### config.mk
export PLATFORM = sky130hd
export DESIGN_NAME = encoder_position_controller_core
export DESIGN_NICKNAME = d
export VERILOG_FILES = /design/src/epc_pkg.sv /design/src/encoder_position_controller_core.sv
export SDC_FILE = /design/constraint.sdc
export NUM_CORES = 1
export LEC_CHECK = 0
export ABC_AREA = 1
export BUFFER_PORTS_ARGS = -buffer_cell sky130_fd_sc_hd__buf_2
export CORE_MARGIN = 2
export CORE_UTILIZATION = 50
export DETAILED_ROUTE_END_ITERATION = 8
export GPL_TIMING_DRIVEN = 0
export PLACE_DENSITY = 0.68
export SLEW_MARGIN = 30
export SYNTH_ARGS = -nofsm -noshare
export SYNTH_HDL_FRONTEND = slang
export SYNTH_SLANG_ARGS = --single-unit
### constraint.sdc
create_clock -name clk -period 6.5 [get_ports clk]
set_input_delay 1.3 -clock clk [delete_from_list [all_inputs] [get_ports clk]]
set_output_delay 1.3 -clock clk [all_outputs]
set_load 0.02 [all_outputs]
### src/epc_pkg.sv
// ----------------------------------------------------------------------------
// Encoder position controller package
// Shared types, command codes and controller constants.
// ----------------------------------------------------------------------------
`default_nettype none

package epc_pkg;

  localparam int COUNT_BITS_DEF = 16;
  localparam int DATA_BITS      = 16;
  localparam int DUTY_BITS      = 8;

  typedef enum logic [1:0] {
    CMD_FALL_A  = 2'd0,
    CMD_FALL_B  = 2'd1,
    CMD_COMMAND = 2'd2,
    CMD_TICK    = 2'd3
  } epc_cmd_t;

  localparam logic [7:0] OP_CLEAR = 8'h01;
  localparam logic [7:0] OP_READ  = 8'h03;
  localparam logic [7:0] OP_LOAD  = 8'h05;

  localparam logic [DUTY_BITS-1:0] CLAMP_HIGH = 8'd150;
  localparam logic [DUTY_BITS-1:0] CLAMP_SET  = 8'd100;
  localparam logic [DUTY_BITS-1:0] CLAMP_MIN  = 8'd20;

  typedef struct packed {
    epc_cmd_t              cmd;
    logic                  other_phase_level;
    logic [7:0]            opcode;
    logic [DATA_BITS-1:0]  offset_value;
  } epc_in_t;

  typedef struct packed {
    logic [DATA_BITS-1:0]  read_data;
    logic                  read_valid;
    logic [DUTY_BITS-1:0]  duty;
    logic                  direction;
    logic                  drive_enable;
    logic                  move_done;
  } epc_out_t;

endpackage

`default_nettype wire

### src/encoder_position_controller_core.sv
// ----------------------------------------------------------------------------
// Encoder position controller core
// Quadrature edge counter with a command decoder and a clamped, slewed
// duty controller that runs a move from center toward a loaded offset.
// ----------------------------------------------------------------------------
//  channel | direction | handshake            | payload
//  in      | input     | in_valid / in_stall  | in_data  (epc_in_t)
//  out     | output    | out_valid / out_stall| out_data (epc_out_t)
//
//  One transaction is accepted per cycle unless in_stall is high; its result
//  passes through the input register and then the result register before it
//  is offered.
//  The controller state updates in the same cycle the result register loads.
//  Reset is synchronous and returns the count to center with the drive idle.
//  When out_stall holds a result, the input register keeps its transaction
//  and in_stall rises until the result register can advance.
// ----------------------------------------------------------------------------
`default_nettype none

module encoder_position_controller_core
  import epc_pkg::*;
#(
  parameter int COUNT_BITS = COUNT_BITS_DEF
) (
  input  wire logic     clk,
  input  wire logic     rst_n,
  input  wire logic     in_valid,
  output logic          in_stall,
  input  wire epc_in_t  in_data,
  output logic          out_valid,
  input  wire logic     out_stall,
  output epc_out_t      out_data
);

  localparam int CW = COUNT_BITS;
  localparam logic [CW-1:0] CENTER = {1'b0, {(CW-1){1'b1}}};

  logic                  in_vld_r;
  epc_in_t               in_r;
  logic                  out_vld_r;
  epc_out_t              out_r;

  logic [CW-1:0]         pos_r,    pos_nxt;
  logic                  edge_r,   edge_nxt;
  logic [CW-1:0]         offs_r,   offs_nxt;
  logic [CW-1:0]         tgt_r,    tgt_nxt;
  logic [CW-1:0]         acc_r,    acc_nxt;
  logic [DUTY_BITS-1:0]  lerr_r,   lerr_nxt;
  logic [DUTY_BITS-1:0]  duty_r,   duty_nxt;
  logic                  dir_r,    dir_nxt;
  logic                  moving_r, moving_nxt;
  epc_out_t              res_nxt;

  logic                  fire;
  logic                  pos_gt, pos_eq;
  logic [CW-1:0]         diff, term_raw, term_sh;
  logic [DUTY_BITS-1:0]  term_c;

  assign fire     = in_vld_r && (!out_vld_r || !out_stall);
  assign in_stall = in_vld_r && !fire;

  assign pos_gt   = pos_r > tgt_r;
  assign pos_eq   = pos_r == tgt_r;
  assign diff     = pos_gt ? (pos_r - tgt_r) : (tgt_r - pos_r);
  assign term_raw = pos_eq ? CW'(lerr_r) : (diff + acc_r);
  assign term_sh  = term_raw >> 3;

  always_comb begin
    if (term_sh > CW'(CLAMP_HIGH)) begin
      term_c = CLAMP_SET;
    end else if (term_sh <= CW'(CLAMP_MIN)) begin
      term_c = CLAMP_MIN;
    end else begin
      term_c = term_sh[DUTY_BITS-1:0];
    end
  end

  always_comb begin
    pos_nxt    = pos_r;
    edge_nxt   = edge_r;
    offs_nxt   = offs_r;
    tgt_nxt    = tgt_r;
    acc_nxt    = acc_r;
    lerr_nxt   = lerr_r;
    duty_nxt   = duty_r;
    dir_nxt    = dir_r;
    moving_nxt = moving_r;
    res_nxt    = '0;
    unique case (in_r.cmd)
      CMD_FALL_A, CMD_FALL_B: begin
        if (edge_r && !in_r.other_phase_level) begin
          edge_nxt = 1'b0;
          pos_nxt  = (in_r.cmd == CMD_FALL_B) ? (pos_r + 1'b1) : (pos_r - 1'b1);
        end else begin
          edge_nxt = 1'b1;
        end
      end
      CMD_COMMAND: begin
        if (in_r.opcode == OP_READ) begin
          res_nxt.read_data  = DATA_BITS'(pos_r);
          res_nxt.read_valid = 1'b1;
        end
        if (in_r.opcode == OP_LOAD) begin
          offs_nxt = CW'(in_r.offset_value);
        end
        pos_nxt    = CENTER;
        tgt_nxt    = CENTER - offs_nxt;
        acc_nxt    = '0;
        moving_nxt = 1'b1;
      end
      CMD_TICK: begin
        if (moving_r) begin
          if (!pos_eq) begin
            dir_nxt = pos_gt;
            acc_nxt = (acc_r + pos_r - tgt_r) >> 2;
          end else begin
            acc_nxt = acc_r >> 2;
          end
          lerr_nxt = term_c;
          if (duty_r > term_c) begin
            duty_nxt = duty_r - 1'b1;
          end else if (duty_r < term_c) begin
            duty_nxt = duty_r + 1'b1;
          end
          if (pos_eq) begin
            moving_nxt        = 1'b0;
            res_nxt.move_done = 1'b1;
          end
        end
      end
      default: begin
      end
    endcase
    res_nxt.duty         = duty_nxt;
    res_nxt.direction    = dir_nxt;
    res_nxt.drive_enable = moving_nxt;
  end

  always_ff @(posedge clk) begin
    if (!rst_n) begin
      in_vld_r  <= 1'b0;
      out_vld_r <= 1'b0;
      pos_r     <= CENTER;
      edge_r    <= 1'b0;
      offs_r    <= '0;
      tgt_r     <= '0;
      acc_r     <= '0;
      lerr_r    <= '0;
      duty_r    <= '0;
      dir_r     <= 1'b0;
      moving_r  <= 1'b0;
    end else begin
      if (!in_stall) begin
        in_vld_r <= in_valid;
      end
      if (fire) begin
        out_vld_r <= 1'b1;
        pos_r     <= pos_nxt;
        edge_r    <= edge_nxt;
        offs_r    <= offs_nxt;
        tgt_r     <= tgt_nxt;
        acc_r     <= acc_nxt;
        lerr_r    <= lerr_nxt;
        duty_r    <= duty_nxt;
        dir_r     <= dir_nxt;
        moving_r  <= moving_nxt;
      end else if (!out_stall) begin
        out_vld_r <= 1'b0;
      end
    end
  end

  always_ff @(posedge clk) begin
    if (!in_stall) begin
      in_r <= in_data;
    end
    if (fire) begin
      out_r <= res_nxt;
    end
  end

  assign out_valid = out_vld_r;
  assign out_data  = out_r;

`ifndef SYNTHESIS
  a_done_ends_move: assert property (@(posedge clk) disable iff (!rst_n)
    out_vld_r && out_r.move_done |-> !out_r.drive_enable)
    else $error("A finished move still reports the drive enabled.");

  a_read_starts_move: assert property (@(posedge clk) disable iff (!rst_n)
    out_vld_r && out_r.read_valid |-> out_r.drive_enable)
    else $error("A read reply was produced without starting a move.");

  a_stall_needs_item: assert property (@(posedge clk) disable iff (!rst_n)
    in_stall |-> in_vld_r && out_vld_r && out_stall)
    else $error("Input stalled without a blocked transaction.");

  a_duty_slew: assert property (@(posedge clk) disable iff (!rst_n)
    $past(rst_n) |-> (duty_r == $past(duty_r)) || (duty_r == $past(duty_r) + 8'd1)
                     || (duty_r == $past(duty_r) - 8'd1))
    else $error("Duty moved by more than one step.");

  a_idle_duty_hold: assert property (@(posedge clk) disable iff (!rst_n)
    $past(rst_n) && !$past(moving_r) |-> $stable(duty_r))
    else $error("Duty changed while no move was running.");
`endif

endmodule

`default_nettype wire

==> flow_metrics.py, run 1 <==
metrics = {
    "outcome": {
        "status": "completed",
    },
    "synthesis": {
        "synth.distinct_cells": 41,
        "synthFlopType": "dfxtp_1",
        "synth_warnings": 0,
        "synth_nets": 1462,
        "synth_edf_count": 55,
        "ys_ff_latch": 134,
        "synth-seq-area-share": 0.336,
        "synthCells": 1331,
        "syn_area_um2": 9610,
        "async_flop_share": 0,
        "syn_avg_cell_area_um2": 7.22,
    },
    "power": {
        "pwr-share-seq": 0.374,
        "sw_frac_of_total": 0.321,
        "p_sw_uw": 807,
        "clkPwrFrac": 0.382,
        "pwr-share-comb": 0.244,
        "ir_drop_v": 0.000184,
        "powerDensity_nw_per_um2": 226,
        "finalPower_mw": 2.51,
        "p_int_mw": 1.71,
        "leakage_nw": 5.44,
    },
    "flow_run": {
        "cap_viol_max_count": 0,
    },
    "grt": {
        "grt_pass1_vias": 7924,
        "grt_max_degree": 28,
        "gr-total-overflow": 0,
        "grt_usage": 0.251,
        "antenna_found_initial": 0,
        "grt_pass1_wl_um": 39800,
    },
    "floorplanning": {
        "ios": 61,
        "core_region_area_um2": 18800,
        "die_w_um": 143,
        "start_util": 0.512,
        "dieHeight_um": 143,
        "dieArea_um2": 20300,
        "row_count": 50,
    },
    "finish": {
        "fin_nets": 1551,
        "antenna_cells": 0,
        "fill_cells": 1766,
        "drive_gt1_frac": 0.119,
        "instances_no_fill": 1667,
        "final_util": 0.592,
        "finalInstanceArea_um2": 11100,
        "area_growth_pct": 15.7,
    },
    "critical_path": {
        "rr_startpoint": "pos_r[13]",
        "cp.required_ps": 6680,
        "critPathMaxFanout": 10,
        "r2r_end": "out_data[9]",
        "crit_family": "simple AND/OR/NAND/NOR gates",
        "arrival_ps": 6370,
        "critPathKind": "reg -> reg",
        "max_stage_delay_ps": 390,
        "endpoint_kind": "flip-flop",
        "cpMaxStageDelayCell": "dfxtp_1",
        "cp-start-kind": "flip-flop",
        "crit_top_cell": "nand2_1",
        "r2r.worst_path.cells": 44,
        "path_buf_inv": 9,
        "ff2ff_setup_slack_ps": 320,
    },
    "place": {
        "placed_area_um2": 10200,
        "pre_cts_slack_ps": -581,
        "numPortBuffers": 60,
        "dp_cells": 1626,
        "post-dp-hpwl_um": 19600,
        "globalplace.congestion": 0.917,
    },
    "sta": {
        "setup_tns_ps": 0,
        "skew_ps": 13.5,
        "grt_setup_unrepaired": "true",
        "finalCriticalPeriod_ps": 6180,
        "finalCritPeriodShare": 0.951,
        "fin_hold_ws_ps": 458,
        "finalMaxSlewViolations": 0,
        "fmax_mhz": 162,
        "finalHoldViolCount": 0,
        "setup_slack_ps": 315,
        "setup_violations": 0,
        "worst_pin_slew_ps": 702,
        "relSlewSlack": 0.532,
    },
    "drt": {
        "avgViaCountPerCell": 5.31,
        "routedWlPerCell_um": 15.0,
        "drt-initial-drc-count": 650,
        "ant_nets": 0,
        "totalWireLength_um": 25000,
        "first_pass_iters": 5,
        "vias": 8855,
        "drc_errors": 0,
    },
    "worst_hold_path": {
        "holdPathEnd": "dir_r",
        "min_path_cells": 2,
        "min_from": "dir_r",
        "worstHoldPathType": "reg -> reg",
    },
    "cts": {
        "cts-root-buf": "clkbuf_16",
        "cts_made_buffers": 17,
        "postCtsHoldBufs": 0,
        "cts_tree": "built",
        "cts_num_sinks": 134,
        "htree_num_levels": 4,
        "clk_latency_ps": 430,
        "clock_path_buffers": 2,
        "clkTransAtPathRegs_ps": 60,
    },
}
cell usage after synthesis, drive strengths merged (3+ instances only):
library cell | number | share of area
a211oi | 5 | 0.0039
a21boi | 3 | 0.0023
a21o | 6 | 0.0047
a21oi | 119 | 0.062
buf | 6 | 0.0030
clkbuf | 23 | 0.0090
dfxtp | 79 | 0.16
edfxtp | 55 | 0.17
fa | 17 | 0.035
ha | 83 | 0.11
inv | 239 | 0.093
nand2 | 335 | 0.13
nand3 | 76 | 0.041
nand3b | 4 | 0.0031
nand4 | 15 | 0.0098
nor2 | 93 | 0.037
nor3 | 11 | 0.0057
nor4 | 3 | 0.0020
o211ai | 36 | 0.028
o21a | 4 | 0.0031
o21ai | 64 | 0.033
o221ai | 3 | 0.0027
o22ai | 3 | 0.0020
o31ai | 4 | 0.0031
or2 | 4 | 0.0029
xnor2 | 10 | 0.0091
xor2 | 22 | 0.020
repair_timing:
action	CTS	global route
endpoints found under the setup margin	16	16
setup buffers	2	7
pin swaps	3	9
gates cloned	0	0
gates resized for setup	12	53
worst max-delay path by stage:
stage | startpoint | endpoint | depth (start not counted)
after floorplan | pos_r[0] | out_data[9] | 44
after global placement | pos_r[0] | out_data[9] | 45
after detailed placement | pos_r[0] | out_data[9] | 46
after CTS | pos_r[3] | out_data[9] | 47
after global routing | pos_r[0] | out_data[9] | 45
final | pos_r[13] | out_data[9] | 44
power groups by stage:
stage	logic, mW	clock network (mW)	registers, mW
6_report	0.614	0.960	0.939
5_1_grt	0.695	1.01	0.942
4_1_cts	0.587	0.975	0.937
3_5_place_dp	0.579	0	0.955
3_3_place_gp	0.567	0	0.955
2_1_floorplan	0.434	0	0.956
per-layer routing:
| layer | up-vias | track usage | share of wire | wire (µm) |
|---|---|---|---|---|
| met5 | - | 0 | 0 | 0 |
| met4 | 0 | 0.0787 | 0.021 | 527 |
| met3 | 41 | 0.0379 | 0.058 | 1440 |
| met2 | 272 | 0.400 | 0.45 | 11300 |
| met1 | 4003 | 0.352 | 0.47 | 11700 |
| li1 | 4539 | - | - | - |
registers in the layout, indices dropped and copies added, names as in the netlist, named ones only:
| register | flops |
|---|---|
| edge_r | 1 |
| in_r | 27 |
| out_valid | 1 |
| duty_r | 8 |
| lerr_r | 5 |
| moving_r | 1 |
| acc_r | 14 |
| out_data | 28 |
| offs_r | 15 |
| dir_r | 1 |
| in_vld_r | 1 |
| pos_r | 16 |
| tgt_r | 15 |
cell families after synthesis:
logic type	count (synthesis)	share of synthesized area
adders and majority gates	100	0.143
and+or+nand+nor	544	0.236
AOI/OAI and AO/OA	252	0.149
DFF	134	0.336
xor gates and xnor gates	32	0.0292
buffers and inverters	269	0.106
layout make-up:
cell class,count,area (µm²),area share
flip-flops and latches,134,3240,0.292
plain buffers,29,134,0.0120
multi-input cells,928,5560,0.500
inverters,240,906,0.0815
clock buffers,19,433,0.0389
well taps,234,293,0.0263
repair buffers,70,395,0.0356
clock inverters,13,150,0.0135
placed cells by master, fill, tap and decap left out, types with 4 or more instances in the layout:
cell	instances
nand2_1	326
inv_1	229
a21oi_1	116
nor2_1	85
nand3_1	73
dfxtp_1	72
ha_1	70
buf_2	61
o21ai_0	57
edfxtp_1	55
o211ai_1	36
clkbuf_1	24
xor2_1	22
clkbuf_16	17
fa_1	16
nand4_1	15
xnor2_1	10
inv_2	9
nor3_1	9
ha_4	9
buf_4	9
nand2_2	8
nor2_2	7
o21ai_1	7
a21o_1	6
dfxtp_2	6
o21a_1	4
nand3b_1	4
o31ai_1	4
ha_2	4
clkinvlp_4	4
tightest hold or removal path, delay by kind of cell (launching register included):
family,cells,cell delay [ps]
buf+inv,1,60
compound gates,1,60
flops,1,300
No activity file was read; power rests on OpenSTA's default activity.
==> inputs of run 2 (changes only) <==
--- a/config.mk
+++ b/config.mk
@@ -11,7 +11,7 @@
 export CORE_UTILIZATION = 50
 export DETAILED_ROUTE_END_ITERATION = 8
 export GPL_TIMING_DRIVEN = 0
-export PLACE_DENSITY = 0.68
+export PLACE_DENSITY_LB_ADDON = 0.3
 export SLEW_MARGIN = 30
 export SYNTH_ARGS = -nofsm -noshare
 export SYNTH_HDL_FRONTEND = slang
==> run 2 against run 1 <==
Clock skew shrank 4.2 ps. Flip-flop and latch count unchanged. Total power up 3.3%. Via count is 0.85% higher. Global-route usage is 0.81 points higher. Sequential share of layout area down 0.12 points. Critical endpoint is now duty_r[3]. Largest cell class unchanged. Highest routed layer unchanged.
==> flow_metrics.py, run 2 (same netlist as run 1, synthesis figures left out) <==
metrics = {
    "critical_path": {
        "cp-start-kind": "flip-flop",
        "rr_startpoint": "pos_r[0]",
        "crit_family": "simple AND/OR/NAND/NOR gates",
        "crit_start": "pos_r[0]",
        "cpMaxStageDelayCell": "fa_1",
        "r2r.worst_path.cells": 44,
        "max_stage_delay_ps": 420,
        "arrival_ps": 6410,
        "critPathMaxFanout": 10,
        "path_depth": 44,
        "endpoint_kind": "flip-flop",
        "cp.required_ps": 6820,
        "crit_top_cell": "nand2_1",
        "path_buf_inv": 9,
        "critPathKind": "reg -> reg",
    },
    "power": {
        "ir_drop_v": 0.000196,
        "leakage_nw": 5.44,
        "powerDensity_nw_per_um2": 233,
    },
    "worst_hold_path": {
        "worstHoldPathType": "reg -> reg",
        "min_from": "edge_r",
        "min_path_cells": 2,
    },
    "drt": {
        "totalWireLength_um": 25500,
        "drc_errors": 0,
        "first_pass_iters": 5,
        "routedWlPerCell_um": 15.3,
        "ant_nets": 0,
        "drt-initial-drc-count": 779,
        "vias": 8930,
        "avgViaCountPerCell": 5.37,
    },
    "floorplanning": {
        "die_w_um": 143,
        "ios": 61,
        "dieHeight_um": 143,
        "start_util": 0.512,
        "core_region_area_um2": 18800,
        "row_count": 50,
        "dieArea_um2": 20300,
    },
    "finish": {
        "final_util": 0.594,
        "fin_nets": 1547,
        "final_common_cell": "nand2_1",
        "finalInstanceArea_um2": 11200,
        "final_cell_mix": "nand2_1 (325), inv_1 (229), a21oi_1 (113)",
        "antenna_cells": 0,
        "area_growth_pct": 16.1,
        "drive_gt1_frac": 0.118,
        "largest_register_ff_count": 28,
    },
    "grt": {
        "grt_pass1_wl_um": 41400,
        "antenna_found_initial": 0,
        "grt_pass1_vias": 8427,
        "grt_usage": 0.259,
        "gr-total-overflow": 0,
        "grt_max_degree": 28,
    },
    "sta": {
        "finalMaxSlewViolations": 0,
        "skew_ps": 9.35,
        "setup_violations": 0,
        "setup_slack_ps": 416,
        "worst_pin_slew_ps": 916,
        "finalCriticalPeriod_ps": 6080,
        "finalCritPeriodShare": 0.936,
        "relSlewSlack": 0.389,
        "fmax_mhz": 164,
        "finalHoldViolCount": 0,
    },
    "place": {
        "numPortBuffers": 60,
        "pre_cts_slack_ps": -498,
        "post-dp-hpwl_um": 19600,
        "placed_area_um2": 10200,
        "globalplace.congestion": 0.971,
    },
    "cts": {
        "clkTransAtPathRegs_ps": 60,
        "clock_path_buffers": 2,
        "cts_tree": "built",
        "cts_made_buffers": 17,
        "htree_num_levels": 4,
        "postCtsHoldBufs": 0,
        "cts_num_sinks": 134,
        "cts-root-buf": "clkbuf_16",
        "clk_latency_ps": 430,
    },
    "flow_run": {
        "cap_viol_max_count": 0,
    },
    "outcome": {
        "status": "completed",
    },
}
## run 2: cell types whose count changed in the layout (fill, tap and decap cells not counted), sizes merged
cell      delta
inv          +1
clkinvlp     -4
clkinv       +4
buf          -3
clkbuf       -3
bufinv       +1
## run 2: area by class of cell
cell class	count	area (µm²)
fillers	1725	7610
multi-input cells	928	5600
flip-flops and latches	134	3240
inverters	240	906
clock buffers	17	425
repair buffers	66	365
well taps	234	293
clock inverters	15	193
plain buffers	29	131
## run 2: final timing paths
check,end,slack (ps)
max,duty_r[3],420
min,edge_r,470
max reg2reg,duty_r[3],420
min reg2reg,edge_r,470
## run 2: timing repair
action,4_1_cts,5_1_grt
setup endpoints to repair,16,16
resized for setup,11,57
pin swaps,4,8
buffers inserted,5,0
## run 2: power by group
part	switching [mW]	internal (mW)	leakage (nW)
logic	0.399	0.228	3.93
clock network	0.415	0.614	0.306
registers	0.0281	0.911	1.21
total	0.842	1.75	5.44
## run 2: per-stage QoR
| step | power [mW] | setup TNS [ps] | instances | hold WS [ps] |
|---|---|---|---|---|
| 5_1_grt | 2.72 | -347 | 1663 | 513 |
| 4_1_cts | 2.56 | 0 | 1663 | 480 |
| 2_1_floorplan | 1.39 | 0 | 1331 | 431 |
| 3_5_place_dp | 1.53 | -4570 | 1626 | 457 |
| 3_3_place_gp | 1.52 | -4350 | 1625 | 441 |
| 6_report | 2.59 | 0 | 1663 | 472 |
## run 2: layer usage
layer	wire length (µm)	up-vias	global-route usage	share of wire
li1	-	4512	-	-
met1	11700	4070	0.356	0.46
met2	11500	294	0.418	0.45
met3	1510	54	0.0302	0.059
met4	796	0	0.103	0.031
met5	0	-	0	0
## run 2: worst min-delay path, stage by stage (launching register included)
cell and delay, ps:
dfxtp_1 300, inv_1 60, a211oi_1 60
==> inputs of run 3 (changes only) <==
--- a/config.mk
+++ b/config.mk
@@ -6,10 +6,10 @@
 export NUM_CORES = 1
 export LEC_CHECK = 0
 export ABC_AREA = 1
-export BUFFER_PORTS_ARGS = -buffer_cell sky130_fd_sc_hd__buf_2
 export CORE_MARGIN = 2
 export CORE_UTILIZATION = 50
 export DETAILED_ROUTE_END_ITERATION = 8
+export DONT_BUFFER_PORTS = 1
 export GPL_TIMING_DRIVEN = 0
 export PLACE_DENSITY_LB_ADDON = 0.3
 export SLEW_MARGIN = 30
==> run 3 against run 2 <==
Combinational power down 4.3%. Critical path depth decreased by 1. Global-route usage down 0.79 points. Flip-flop and latch count unchanged. Critical path type unchanged. Routed wire length down 1.4%. Worst hold slack lost 5.7 ps. Clock skew up 2.9 ps. Count of clock-buffer cells in the layout rose by 1. Sequential share of layout area grew 1.0 points. Core utilization decreased by 2.0 points.
==> flow_metrics.py, run 3 (same netlist as run 1, synthesis figures left out) <==
metrics = {
    "critical_path": {
        "endpoint_kind": "flip-flop",
        "critPathMaxFanout": 10,
        "rr_startpoint": "pos_r[0]",
        "max_stage_delay_ps": 420,
        "critPathKind": "reg -> reg",
        "cpMaxStageDelayCell": "fa_1",
        "cp-start-kind": "flip-flop",
        "cp.required_ps": 6690,
        "crit_top_cell": "nand2_1",
        "ff2ff_setup_slack_ps": 470,
        "arrival_ps": 6220,
        "crit_start": "pos_r[0]",
    },
    "floorplanning": {
        "die_w_um": 143,
        "start_util": 0.512,
        "core_region_area_um2": 18800,
        "dieArea_um2": 20300,
        "dieHeight_um": 143,
        "ios": 61,
        "row_count": 50,
    },
    "finish": {
        "drive_gt1_frac": 0.0788,
        "final_cell_mix": "nand2_1 (325), inv_1 (231), a21oi_1 (115)",
        "largest_register_ff_count": 28,
        "multi_input_area_um2": 5560,
        "final-seq-area_um2": 3240,
        "fin_nets": 1488,
        "fill_cells": 1772,
        "final_common_cell": "nand2_1",
        "area_growth_pct": 12.2,
        "antenna_cells": 0,
    },
    "sta": {
        "setup_violations": 0,
        "fin_hold_ws_ps": 466,
        "setup_slack_ps": 470,
        "finalMaxSlewViolations": 0,
        "fmax_mhz": 166,
        "finalCriticalPeriod_ps": 6030,
        "finalHoldViolCount": 0,
        "setup_tns_ps": 0,
        "skew_ps": 12.2,
        "relSlewSlack": 0.405,
        "finalCritPeriodShare": 0.928,
        "worst_pin_slew_ps": 892,
    },
    "grt": {
        "grt_pass1_vias": 7941,
        "gr-total-overflow": 0,
        "antenna_found_initial": 0,
        "grt_usage": 0.251,
        "grt_max_degree": 28,
        "grt_pass1_wl_um": 39800,
    },
    "drt": {
        "ant_nets": 0,
        "drc_errors": 0,
        "avgViaCountPerCell": 5.44,
        "drt-initial-drc-count": 625,
        "routedWlPerCell_um": 15.7,
        "totalWireLength_um": 25100,
        "first_pass_iters": 9,
        "vias": 8720,
    },
    "cts": {
        "clock_path_buffers": 2,
        "clkTransAtPathRegs_ps": 70,
        "cts_tree": "built",
        "htree_num_levels": 4,
        "cts-root-buf": "clkbuf_16",
        "cts_made_buffers": 17,
        "clk_latency_ps": 440,
        "cts_num_sinks": 134,
    },
    "place": {
        "pre_cts_slack_ps": -379,
        "globalplace.congestion": 0.986,
        "numPortBuffers": 0,
        "post-dp-hpwl_um": 19500,
    },
    "worst_hold_path": {
        "worstHoldPathType": "reg -> reg",
        "min_from": "dir_r",
    },
    "outcome": {
        "status": "completed",
    },
    "flow_run": {
        "cap_viol_max_count": 0,
    },
    "power": {
        "leakage_nw": 5.20,
        "powerDensity_nw_per_um2": 232,
        "ir_drop_v": 0.000207,
        "finalPower_mw": 2.50,
    },
}
==> run 3: cell types whose count changed in the layout (fill, tap and decap cells not counted), moves of 3 or more <==
cell / before / now
ha_4: 12 / 4
buf_2: 62 / 2
ha_2: 3 / 10
nor2_2: 7 / 4
==> run 3: power by group <==
group	total (mW)	switching (mW)	internal (mW)
Combinational	0.600	0.385	0.215
Sequential	0.948	0.0367	0.911
Clock	0.957	0.419	0.538
==> run 3: final cells by class <==
class | count | share of cell area
Clock inverter | 14 | 0.0132
Tap cell | 234 | 0.0272
Clock buffer | 18 | 0.0398
Buffer | 29 | 0.0122
Inverter | 240 | 0.0843
Timing Repair Buffer | 7 | 0.00673
Multi-Input combinational cell | 928 | 0.516
Sequential cell | 134 | 0.301
==> run 3: worst paths after layout <==
kind | end | cells after the start
max reg2reg | out_data[9] | 43
max | out_data[9] | 43
min reg2reg | dir_r | 2
min | dir_r | 2
==> run 3: worst max-delay path: cells and delay by family (launching register included) <==
family / cells / cell delay [ps]
compound gates: 4 / 580
xor+xnor: 2 / 470
fa+ha+maj: 4 / 1120
buf+inv: 8 / 680
flops: 1 / 390
simple gates: 25 / 2520
==> run 3: routing by layer <==
| layer | vias to the layer above | global-route usage | part of all wire |
|---|---|---|---|
| li1 | 4415 | - | - |
| met2 | 257 | 0.406 | 0.46 |
| met5 | - | 0 | 0 |
| met1 | 4007 | 0.346 | 0.46 |
| met3 | 41 | 0.0369 | 0.059 |
| met4 | 0 | 0.0839 | 0.022 |
==> run 3: through the flow <==
| stage | area (µm²) | util | cells |
|---|---|---|---|
| floorplan | 9610 | - | 1331 |
| global placement | 9900 | 0.528 | 1565 |
| detailed placement | 9930 | 0.529 | 1566 |
| CTS | 10500 | 0.561 | 1599 |
| global route | 10800 | 0.574 | 1604 |
| finish | 10800 | 0.574 | 1604 |
==> run 3: repair_timing <==
item | in CTS | in global routing
resized for setup | 9 | 58
pin swaps | 3 | 9
setup endpoints to repair | 16 | 16
gates cloned | 0 | 0
buffers inserted | 1 | 5
hold buffers | 0 | 0
